==> src/sv/jsi_pkg.sv <==
// Types, character codes and control structs for the JSON stream indenter.
package jsi_pkg;

  localparam int MaxDepthDefault = 31;

  localparam logic [7:0] ChOBrace = 8'h7B;
  localparam logic [7:0] ChOBrack = 8'h5B;
  localparam logic [7:0] ChCBrace = 8'h7D;
  localparam logic [7:0] ChCBrack = 8'h5D;
  localparam logic [7:0] ChComma  = 8'h2C;
  localparam logic [7:0] ChColon  = 8'h3A;
  localparam logic [7:0] ChQuote  = 8'h22;
  localparam logic [7:0] ChBslash = 8'h5C;
  localparam logic [7:0] ChNl     = 8'h0A;
  localparam logic [7:0] ChSpace  = 8'h20;

  typedef struct packed {
    logic [7:0] text_byte;
    logic       line_end;
  } in_item_t;

  typedef struct packed {
    logic [7:0] out_byte;
    logic       run_last;
  } out_item_t;

  // Phase of the output run: head byte, break byte, indent spaces, tail byte.
  typedef enum logic [2:0] {
    ST_IDLE,
    ST_HEAD,
    ST_BREAK,
    ST_INDENT,
    ST_TAIL
  } jsi_state_e;

  typedef struct packed {
    logic       load;
    logic       emit;
    logic       last;
    jsi_state_e sel;
  } jsi_cmd_t;

  typedef struct packed {
    logic has_break;
    logic has_tail;
    logic indent_nz;
    logic indent_one;
    logic out_full;
  } jsi_status_t;

endpackage

==> src/sv/json_stream_indenter.sv <==
// An accepted input is loaded into the run descriptor; the sequencer then moves its
// head byte into the output register. An item produces N bytes (N from 1 to 64 at
// the default MAX_DEPTH), one byte per cycle from the output register fed by the
// run sequencer while the output does not stall. Output stalls hold the sequencer;
// the next input is taken once the run's last byte sits in the output register.
// Reset clears depth, string and escape flags and the output valid.
module json_stream_indenter #(
  parameter int MAX_DEPTH = jsi_pkg::MaxDepthDefault
) (
  input  logic               clk_i,
  input  logic               rst_ni,
  input  logic               in_valid_i,
  output logic               in_stall_o,
  input  jsi_pkg::in_item_t  in_item_i,
  output logic               out_valid_o,
  input  logic               out_stall_i,
  output jsi_pkg::out_item_t out_item_o
);

  jsi_pkg::jsi_cmd_t    cmd;
  jsi_pkg::jsi_status_t status;

  jsi_ctrl u_ctrl (
    .clk_i       (clk_i),
    .rst_ni      (rst_ni),
    .in_valid_i  (in_valid_i),
    .in_stall_o  (in_stall_o),
    .out_stall_i (out_stall_i),
    .status_i    (status),
    .cmd_o       (cmd)
  );

  jsi_datapath #(
    .MAX_DEPTH (MAX_DEPTH)
  ) u_dp (
    .clk_i       (clk_i),
    .rst_ni      (rst_ni),
    .in_item_i   (in_item_i),
    .cmd_i       (cmd),
    .out_stall_i (out_stall_i),
    .status_o    (status),
    .out_valid_o (out_valid_o),
    .out_item_o  (out_item_o)
  );

endmodule

==> src/sv/jsi_ctrl.sv <==
// Run sequencer: steps through head, break, indent and tail of each output run.
module jsi_ctrl (
  input  logic                 clk_i,
  input  logic                 rst_ni,
  input  logic                 in_valid_i,
  output logic                 in_stall_o,
  input  logic                 out_stall_i,
  input  jsi_pkg::jsi_status_t status_i,
  output jsi_pkg::jsi_cmd_t    cmd_o
);

  jsi_pkg::jsi_state_e state_q, state_d;
  jsi_pkg::jsi_state_e after_break, after_head;
  logic                adv;

  always_ff @(posedge clk_i or negedge rst_ni) begin
    if (!rst_ni) begin
      state_q <= jsi_pkg::ST_IDLE;
    end else begin
      state_q <= state_d;
    end
  end

  always_comb begin
    adv         = !status_i.out_full || !out_stall_i;
    after_break = status_i.indent_nz ? jsi_pkg::ST_INDENT :
                  (status_i.has_tail ? jsi_pkg::ST_TAIL : jsi_pkg::ST_IDLE);
    after_head  = status_i.has_break ? jsi_pkg::ST_BREAK : after_break;
    state_d     = state_q;
    in_stall_o  = 1'b1;
    cmd_o       = '{load: 1'b0, emit: 1'b0, last: 1'b0, sel: state_q};
    unique case (state_q)
      jsi_pkg::ST_IDLE: begin
        in_stall_o = 1'b0;
        if (in_valid_i) begin
          cmd_o.load = 1'b1;
          state_d    = jsi_pkg::ST_HEAD;
        end
      end
      jsi_pkg::ST_HEAD: begin
        if (adv) state_d = after_head;
      end
      jsi_pkg::ST_BREAK: begin
        if (adv) state_d = after_break;
      end
      jsi_pkg::ST_INDENT: begin
        if (adv && status_i.indent_one) begin
          state_d = status_i.has_tail ? jsi_pkg::ST_TAIL : jsi_pkg::ST_IDLE;
        end
      end
      jsi_pkg::ST_TAIL: begin
        if (adv) state_d = jsi_pkg::ST_IDLE;
      end
      default: state_d = jsi_pkg::ST_IDLE;
    endcase
    if (state_q != jsi_pkg::ST_IDLE && adv) begin
      cmd_o.emit = 1'b1;
      cmd_o.last = (state_d == jsi_pkg::ST_IDLE);
    end
  end

endmodule

==> src/sv/jsi_datapath.sv <==
// Decode, nesting state, run descriptor and output register.
module jsi_datapath #(
  parameter int MAX_DEPTH = jsi_pkg::MaxDepthDefault
) (
  input  logic                 clk_i,
  input  logic                 rst_ni,
  input  jsi_pkg::in_item_t    in_item_i,
  input  jsi_pkg::jsi_cmd_t    cmd_i,
  input  logic                 out_stall_i,
  output jsi_pkg::jsi_status_t status_o,
  output logic                 out_valid_o,
  output jsi_pkg::out_item_t   out_item_o
);

  localparam int DepthW  = $clog2(MAX_DEPTH + 1);
  localparam int IndentW = DepthW + 1;

  logic [DepthW-1:0]  depth_q, depth_d;
  logic               in_str_q, in_str_d;
  logic               esc_q, esc_d;

  logic [7:0]         head_q, head_d;
  logic [7:0]         brk_q, brk_d;
  logic [7:0]         tail_q;
  logic               has_brk_q, has_brk_d;
  logic               has_tail_q, has_tail_d;
  logic [IndentW-1:0] indent_q, indent_d;

  logic               out_valid_q;
  jsi_pkg::out_item_t out_q;

  logic [7:0]         c;
  logic [DepthW-1:0]  up_depth, down_depth;
  logic [7:0]         emit_byte;

  assign c          = in_item_i.text_byte;
  assign up_depth   = (depth_q < DepthW'(MAX_DEPTH)) ? depth_q + DepthW'(1) : depth_q;
  assign down_depth = (depth_q != '0) ? depth_q - DepthW'(1) : depth_q;

  always_comb begin
    depth_d    = depth_q;
    in_str_d   = in_str_q;
    esc_d      = esc_q;
    head_d     = c;
    brk_d      = jsi_pkg::ChNl;
    has_brk_d  = 1'b0;
    has_tail_d = 1'b0;
    indent_d   = '0;
    if (in_item_i.line_end) begin
      head_d   = jsi_pkg::ChNl;
      depth_d  = '0;
      in_str_d = 1'b0;
      esc_d    = 1'b0;
    end else if (in_str_q) begin
      if (esc_q) begin
        esc_d = 1'b0;
      end else if (c == jsi_pkg::ChBslash) begin
        esc_d = 1'b1;
      end else if (c == jsi_pkg::ChQuote) begin
        in_str_d = 1'b0;
      end
    end else begin
      unique case (c) inside
        jsi_pkg::ChQuote: in_str_d = 1'b1;
        jsi_pkg::ChOBrace, jsi_pkg::ChOBrack: begin
          depth_d   = up_depth;
          has_brk_d = 1'b1;
          indent_d  = {up_depth, 1'b0};
        end
        jsi_pkg::ChCBrace, jsi_pkg::ChCBrack: begin
          // newline first, bracket last
          depth_d    = down_depth;
          head_d     = jsi_pkg::ChNl;
          has_tail_d = 1'b1;
          indent_d   = {down_depth, 1'b0};
        end
        jsi_pkg::ChComma: begin
          has_brk_d = 1'b1;
          indent_d  = {depth_q, 1'b0};
        end
        jsi_pkg::ChColon: begin
          has_brk_d = 1'b1;
          brk_d     = jsi_pkg::ChSpace;
        end
        default: ;
      endcase
    end
  end

  always_ff @(posedge clk_i or negedge rst_ni) begin
    if (!rst_ni) begin
      depth_q     <= '0;
      in_str_q    <= 1'b0;
      esc_q       <= 1'b0;
      out_valid_q <= 1'b0;
    end else begin
      if (cmd_i.load) begin
        depth_q  <= depth_d;
        in_str_q <= in_str_d;
        esc_q    <= esc_d;
      end
      if (cmd_i.emit) begin
        out_valid_q <= 1'b1;
      end else if (!out_stall_i) begin
        out_valid_q <= 1'b0;
      end
    end
  end

  always_ff @(posedge clk_i) begin
    if (cmd_i.load) begin
      head_q     <= head_d;
      brk_q      <= brk_d;
      tail_q     <= c;
      has_brk_q  <= has_brk_d;
      has_tail_q <= has_tail_d;
      indent_q   <= indent_d;
    end else if (cmd_i.emit && cmd_i.sel == jsi_pkg::ST_INDENT) begin
      indent_q <= indent_q - IndentW'(1);
    end
    if (cmd_i.emit) begin
      out_q <= '{out_byte: emit_byte, run_last: cmd_i.last};
    end
  end

  always_comb begin
    unique case (cmd_i.sel)
      jsi_pkg::ST_BREAK:  emit_byte = brk_q;
      jsi_pkg::ST_INDENT: emit_byte = jsi_pkg::ChSpace;
      jsi_pkg::ST_TAIL:   emit_byte = tail_q;
      default:            emit_byte = head_q;
    endcase
  end

  assign status_o = '{has_break:  has_brk_q,
                      has_tail:   has_tail_q,
                      indent_nz:  indent_q != '0,
                      indent_one: indent_q == IndentW'(1),
                      out_full:   out_valid_q};
  assign out_valid_o = out_valid_q;
  assign out_item_o  = out_q;

endmodule

==> config.mk <==
export PLATFORM = sky130hd
export DESIGN_NAME = json_stream_indenter
export DESIGN_NICKNAME = d
export VERILOG_FILES = /design/src/sv/jsi_pkg.sv /design/src/sv/json_stream_indenter.sv /design/src/sv/jsi_ctrl.sv /design/src/sv/jsi_datapath.sv
export SDC_FILE = /design/constraint.sdc
export NUM_CORES = 1
export LEC_CHECK = 0
export ABC_AREA = 1
export BUFFER_PORTS_ARGS = -buffer_cell sky130_fd_sc_hd__buf_2
export CORE_ASPECT_RATIO = 1.2
export CORE_MARGIN = 3
export CORE_UTILIZATION = 50
export CTS_BUF_LIST = sky130_fd_sc_hd__clkbuf_8
export DETAILED_ROUTE_END_ITERATION = 7
export PLACE_DENSITY_LB_ADDON = 0.15
export REMOVE_ABC_BUFFERS = 1
export SLEW_MARGIN = 20
export SYNTH_ARGS = -nofsm -noshare
export SYNTH_HDL_FRONTEND = slang
export SYNTH_SLANG_ARGS = --single-unit
==> constraint.sdc <==
create_clock -name clk_i -period 1.84 [get_ports clk_i]
set_clock_uncertainty 0.1 [all_clocks]
set_input_delay 0.368 -clock clk_i [delete_from_list [all_inputs] [get_ports clk_i]]
set_output_delay 0.368 -clock clk_i [all_outputs]
set_load 0.05 [all_outputs]
**Yosys cells after proc, flatten, opt, wreduce, memory -nomap -nowiden**

Cells that the tools add are included.

- Input port bits: 13
- Output and inout bits: 11
- Flip-flop bits (word level): 52

- $lt $le $gt $ge: 1
- Muxes and demuxes: 41
- Add/sub/neg operators: 3
- Reduce and logical (&&, ||, !) cells: 20
- Equality and inequality tests: 15

Operators with widths:

| cell | count |
|---|---|
| $eq 8x7->1 const B | 5 |
| $mux 6 | 5 |
| $eq 8x6->1 const B | 3 |
| $mux 3 | 8 |
| $pmux 8 s3 | 1 |
| $mux 5 | 4 |
| $pmux 6 s3 | 1 |
| $mux 1 | 17 |
| $mux 8 | 2 |
| $pmux 3 s5 | 1 |
| $pmux 5 s2 | 1 |
| $eq 3x2->1 const B | 2 |
| $eq 6x1->1 const B | 1 |
| $logic_not 3->1 | 2 |
| $reduce_bool 3->1 | 2 |
| $reduce_bool 6->1 | 1 |
| $reduce_or 2->1 | 3 |
| $sub 6x1->6 const B | 1 |
| $add 5x1->5 const B | 1 |
| $lt 5x5->1 const B | 1 |
| $reduce_bool 5->1 | 1 |
| $sub 5x1->5 const B | 1 |
| $reduce_bool 2->1 | 2 |
| $reduce_or 4->1 | 1 |
| 10 further kinds | 13 |

**Depth between registers and ports, before layout**

- Word-level depth: 10
- Gate-level depth with buffers: 10
- Gate-level depth less buffers: 10

**Cells and area by module**

A second synthesis with hierarchy kept.

- Cell total of the unflattened synthesis: 317
- Area, all modules: 2,683.8 um^2

By module, submodules not included:

| module | cells an instance | sequential area each (um^2) | area an instance (um^2) | instances |
|---|---|---|---|---|
| jsi_datapath | 269 | 1,251.2 | 2,397.3 | 1 |
| jsi_ctrl | 48 | 75.1 | 286.5 | 1 |

**Worst setup path before layout**

OpenSTA, ideal clock, no wires.

- Path type: register to register
- Start: register u_dp.out_valid_q (netlist: u_dp.out_valid_o)
- End: register u_dp.out_q, in the netlist u_dp.out_item_o[0] (data pin)
- Buffers on the path: 0
- Data arrival time: 1.713 ns
- Setup time: 0.139 ns
- Period minus slack after synthesis: 1.951 ns
- Slack: -0.111 ns
- Cell stages (with the launch flop): 8
- Path through: dfrtp_1 -> nand2_1 -> inv_1 -> nor2_1 -> inv_1 -> nor2_2 -> nand2_1 -> nor2_1

- Longest elaborated chain between the ends: 6

RTL lines:

| element | RTL line | RTL |
|---|---|---|
| from (decl) | jsi_datapath.sv:29 | `logic out_valid_q;` |
| from (signal assigned) | jsi_datapath.sv:95 | `out_valid_q <= 1'b0;` |
| from (signal assigned) | jsi_datapath.sv:103 | `out_valid_q <= 1'b1;` |
| from (signal assigned) | jsi_datapath.sv:105 | `out_valid_q <= 1'b0;` |
| $logic_not 1->1 * | jsi_ctrl.sv:25 | `adv = !status_i.out_full \|\| !out_stall_i;` |
| $logic_or 1x1->1 * | jsi_ctrl.sv:25 |  |
| $logic_and 1x1->1 | jsi_ctrl.sv:47 | `if (adv && status_i.indent_one) begin` |
| $mux 3 | jsi_ctrl.sv:47 |  |
| $pmux 3 s5 | jsi_ctrl.sv:32 | `unique case (state_q)` |
| $logic_not 3->1 | jsi_ctrl.sv:58 | `cmd_o.last = (state_d == jsi_pkg::ST_IDLE);` |
| to (signal assigned) | jsi_datapath.sv:122 | `out_q <= '{out_byte: emit_byte, run_last: cmd_i.last};` |
| to (decl) | jsi_datapath.sv:30 | `jsi_pkg::out_item_t out_q;` |

Every way passes the cells marked *; elsewhere a longest branch is shown, timed or not.
A chain may end at the register's enable or synchronous reset.

**Worst setup path in the final report**

- Start: register u_dp.depth_q[0]
- End: register u_dp.indent_q[3] (data pin)

- Longest elaborated chain between the ends: 6

RTL lines:

| element | RTL line | RTL |
|---|---|---|
| from (decl) | jsi_datapath.sv:18 | `logic [DepthW-1:0] depth_q, depth_d;` |
| from (signal assigned) | jsi_datapath.sv:98 | `depth_q <= depth_d;` |
| $sub 5x1->5, or another cell as far along | jsi_datapath.sv:38 | `assign down_depth = (depth_q != '0) ? depth_q - DepthW'(1) : depth_q;` |
| $mux 5 (on tied branches) | jsi_datapath.sv:38, jsi_datapath.sv:37 |  |
| $pmux 6 s3 * | jsi_datapath.sv:63 | `unique case (c) inside` |
| $mux 6 * | jsi_datapath.sv:54 | `end else if (in_str_q) begin` |
| $mux 6 * | jsi_datapath.sv:49 | `if (in_item_i.line_end) begin` |
| $mux 6 * | jsi_datapath.sv:111 | `if (cmd_i.load) begin` |
| to (signal assigned) | jsi_datapath.sv:117 | `indent_q <= indent_d;` |
| to (signal assigned) | jsi_datapath.sv:119 | `indent_q <= indent_q - IndentW'(1);` |
| to (decl) | jsi_datapath.sv:27 | `logic [IndentW-1:0] indent_q, indent_d;` |

Marks and branches as above.

==> flow_summary_export.csv <==
group,metric,value,unit
outcome,outcome,"finished clean",
drt,wl,5070,um
synthesis,synth_enable_flop_cells,35,
floorplan,core,5010,um2
synthesis,yosysTopAreaCellShare,0.401,
floorplan,die_w,72.1,um
sta,max_freq,0.576,GHz
worst_hold_path,holdPathStages,1,
critical_path,crit_path_frequent_cell,"nand2_1",
floorplan,dieHeight,85.3,um
cts,cts_tree,"done",
synthesis,ys_seq_elements,46,
floorplan,rows,28,
critical_path,required,1790,ps
worst_hold_path,worst_hold_startpoint,"in_item_i[8]",
flow_run,timing.max_cap.violations,0,
placement,routabilityCongestion,0.888,
critical_path,cp_slowest_cell,"dfrtp_2",
floorplan,pin_count,24,
sta,slew_violations,0,
sta,tns,0,ps
critical_path,max_stage_delay,460,ps
sta,min_period,1740,ps
cts,worstSkewPairLatency,290,ps
drt,drtPass1Iterations,4,
pwr,clockPowerShare,0.176,
pwr,p_switching,1770,uW
drt,vias_per_cell,5.16,
drt,drc,0,
critical_path,critical_path.top_delay_family,"simple AND/OR/NAND/NOR gates",
cts,clockBufferDepth,2,
critical_path,cp.arrival,1690,ps
sta,worstMarginPinSlew,322,ps
sta,holdWs,170,ps
pwr,p_leak,0.00140,uW
grt,groute.usage.overall,0.180,
sta,setup_viol,0,
final_layout,final_core_util,0.592,
synthesis,yosysUniqueCellTypes,34,
worst_hold_path,whs_endpoint,"u_dp.tail_q[7]",
pwr,powerDensity,1430,nW/um2
cts,h-tree-depth,2,
pwr,p_comb_frac,0.424,
synthesis,yosysSeqAreaShare,0.506,
critical_path,cp_max_fo,7,
final_layout,n_antenna_cell,0,
grt,grt_pass1_vias,2080,
synthesis,postSynthCellCount,301,
synthesis,synth_common_cells,"95 x nand2_1, 35 x edfxtp_1, 33 x nor2_1, 28 x inv_1, 22 x nand3_1",
drt,ant_nets,0,
drt,vias,2039,
sta,slew_headroom,0.783,
grt,grt_max_degree,16,
floorplan,start_util,0.523,
sta,rsz0062_at_grt,"false",
critical_path,reg2reg_depth,9,
sta,hold_violations,0,
grt,antenna_found_initial,0,
grt,grt_pass1_wl,8820,um
cts,clk_pin_slew_worst_paths,90,ps
placement,dpl.hpwl,4020,um
critical_path,crit_chain,"inv_2 -> ha_1 -> nand2_1 -> nor2_2 -> inv_2 -> nand3_1 -> nand3_1 -> nand2_1 -> nand2_1",
critical_path,r2r_slack,100,ps
final_layout,final_layout_size_suffix_gt1_frac,0.215,
critical_path,startpoint_type,"flop",
drt,dr.first_iter.drc_count,93,
worst_hold_path,hold_path.class,"input pin to flop",
critical_path,worstSetupEndpointType,"flop",
final_layout,fin_nets,352,
floorplan,dieArea,6150,um2
drt,wl_per_cell,12.8,um
sta,period_share,0.943,
pwr,sw_frac_of_total,0.418,
synthesis,synthFlopType,"edfxtp_1",
critical_path,worst-setup-path-type,"flop to flop",
pwr,irDropWorstVdd,0.682,mV
cts,cts_root_buffer,"clkbuf_8",
critical_path,cp.buffers_inverters,2,
synthesis,yosysTopAreaCell,"edfxtp_1",
cts,cts.sinks,46,
synthesis,synth_area_per_cell,8.70,um2
placement,port_buffers,23,
synthesis,async_flop_share,0.239,
pwr,internal_power,2470,uW
critical_path,r2r_start,"u_dp.depth_q[0]",
critical_path,r2r_end,"u_dp.indent_q[3]",
synthesis,netlist_area,2620,um2
synthesis,yosysMostFrequentCell,"nand2_1",
synthesis,yosysWarnings,0,
synthesis,synthTopCellsByArea,"edfxtp_1 40%, nand2_1 14%, dfrtp_1 11%, nor2_1 4.7%, nand3_1 4.2%",
cts,cts_buffers,5,
pwr,pwr-share-seq,0.400,
grt,grt-ovfl-total,0,
final_layout,area_growth,13.2,%
flip-flops by register name, summed over array words and instances (netlist names):
signal,flops
u_ctrl.state_q,3
u_dp.brk_q,2
u_dp.depth_q,5
u_dp.esc_q,1
u_dp.has_brk_q,1
u_dp.has_tail_q,1
u_dp.head_q,8
u_dp.in_str_q,1
u_dp.indent_q,6
u_dp.out_item_o,9
u_dp.out_valid_o,1
u_dp.tail_q,8
power groups by stage:
stage                     logic, uW  clock network (uW)  registers, uW
after floorplan                 973                   0           2090
after global placement         1790                   0           1700
after detailed placement       1810                   0           1710
after CTS                      1820                 765           1690
after global routing           1980                 803           1730
final                          1800                 748           1690
stage by stage:
stage	cells	area, um2	total power [uW]	setup WS, ps
3_5_place_dp	386	2830	3520	65.5
5_1_grt	395	2970	4510	11.0
2_1_floorplan	297	2600	3060	-111
4_1_cts	395	2960	4270	49.5
6_report	395	2970	4240	104
3_3_place_gp	386	2830	3490	96.2
metal layers:
layer,global-route usage,routed length (um)
met5,0,0
met4,0.0838,132
met3,0.0355,187
met2,0.323,2610
met1,0.201,2140
cells by family (layout without fill, tap and decap cells):
logic type,Yosys count,in the layout,share of synthesized area
AOI/OAI and AO/OA,20,20,0.0478
buffers and inverters,41,75,0.0630
and+or+nand+nor,182,182,0.336
DFF,46,46,0.506
xor gates and xnor gates,7,7,0.0234
adders and majority gates,5,5,0.0239
worst reg2reg max path, stage by stage (launching register included):
cell     delay [ps]
dfrtp_2         460
inv_2           100
ha_1            180
nand2_1          80
nor2_2          140
inv_2            70
nand3_1         140
nand3_1          90
nand2_1          80
nand2_1          40
placed cells by master, fill, tap and decap left out, types with 3 or more instances in the layout:
| cell | instances |
|---|---|
| a22o_1 | 5 |
| buf_2 | 23 |
| buf_4 | 6 |
| clkbuf_8 | 5 |
| dfrtp_1 | 9 |
| edfxtp_1 | 35 |
| ha_1 | 5 |
| inv_1 | 26 |
| inv_2 | 9 |
| nand2_1 | 95 |
| nand2_4 | 5 |
| nand3_1 | 22 |
| nand4_1 | 6 |
| nor2_1 | 31 |
| nor2_2 | 5 |
| nor2_4 | 4 |
| nor3_1 | 3 |
| o21ai_0 | 9 |
| xor2_1 | 5 |
what timing repair did:
action / in CTS / in global routing
gates resized for setup: 0 / 6
buffers inserted: 0 / 0
setup endpoints to repair: 0 / 6
hold buffers: 1 / 0
endpoints found under the hold margin: 11 / 0
worst max path at each step:
stage	from	endpoint	slack [ps]	cells past startpoint
after global placement	in_item_i[2]	u_dp.indent_q[2]	100	9
final	u_dp.depth_q[0]	u_dp.indent_q[3]	100	9
after detailed placement	u_dp.depth_q[0]	u_dp.indent_q[3]	70	9
after CTS	u_dp.depth_q[0]	u_dp.indent_q[3]	50	9
after global routing	u_dp.depth_q[0]	u_dp.indent_q[3]	10	9
after floorplan	u_dp.out_valid_o	u_dp.out_item_o[0]	-110	7
final cells by class:
type                    count  area [um2]
clock buffers               5        68.8
fillers                   447        2040
inverters                  37         144
well taps                  60        75.1
multi-input cells         214        1130
flip-flops and latches     46        1330
repair buffers             30         170
clock inverters             3        45.0
Note: power is estimated with default switching activity, not from simulation.
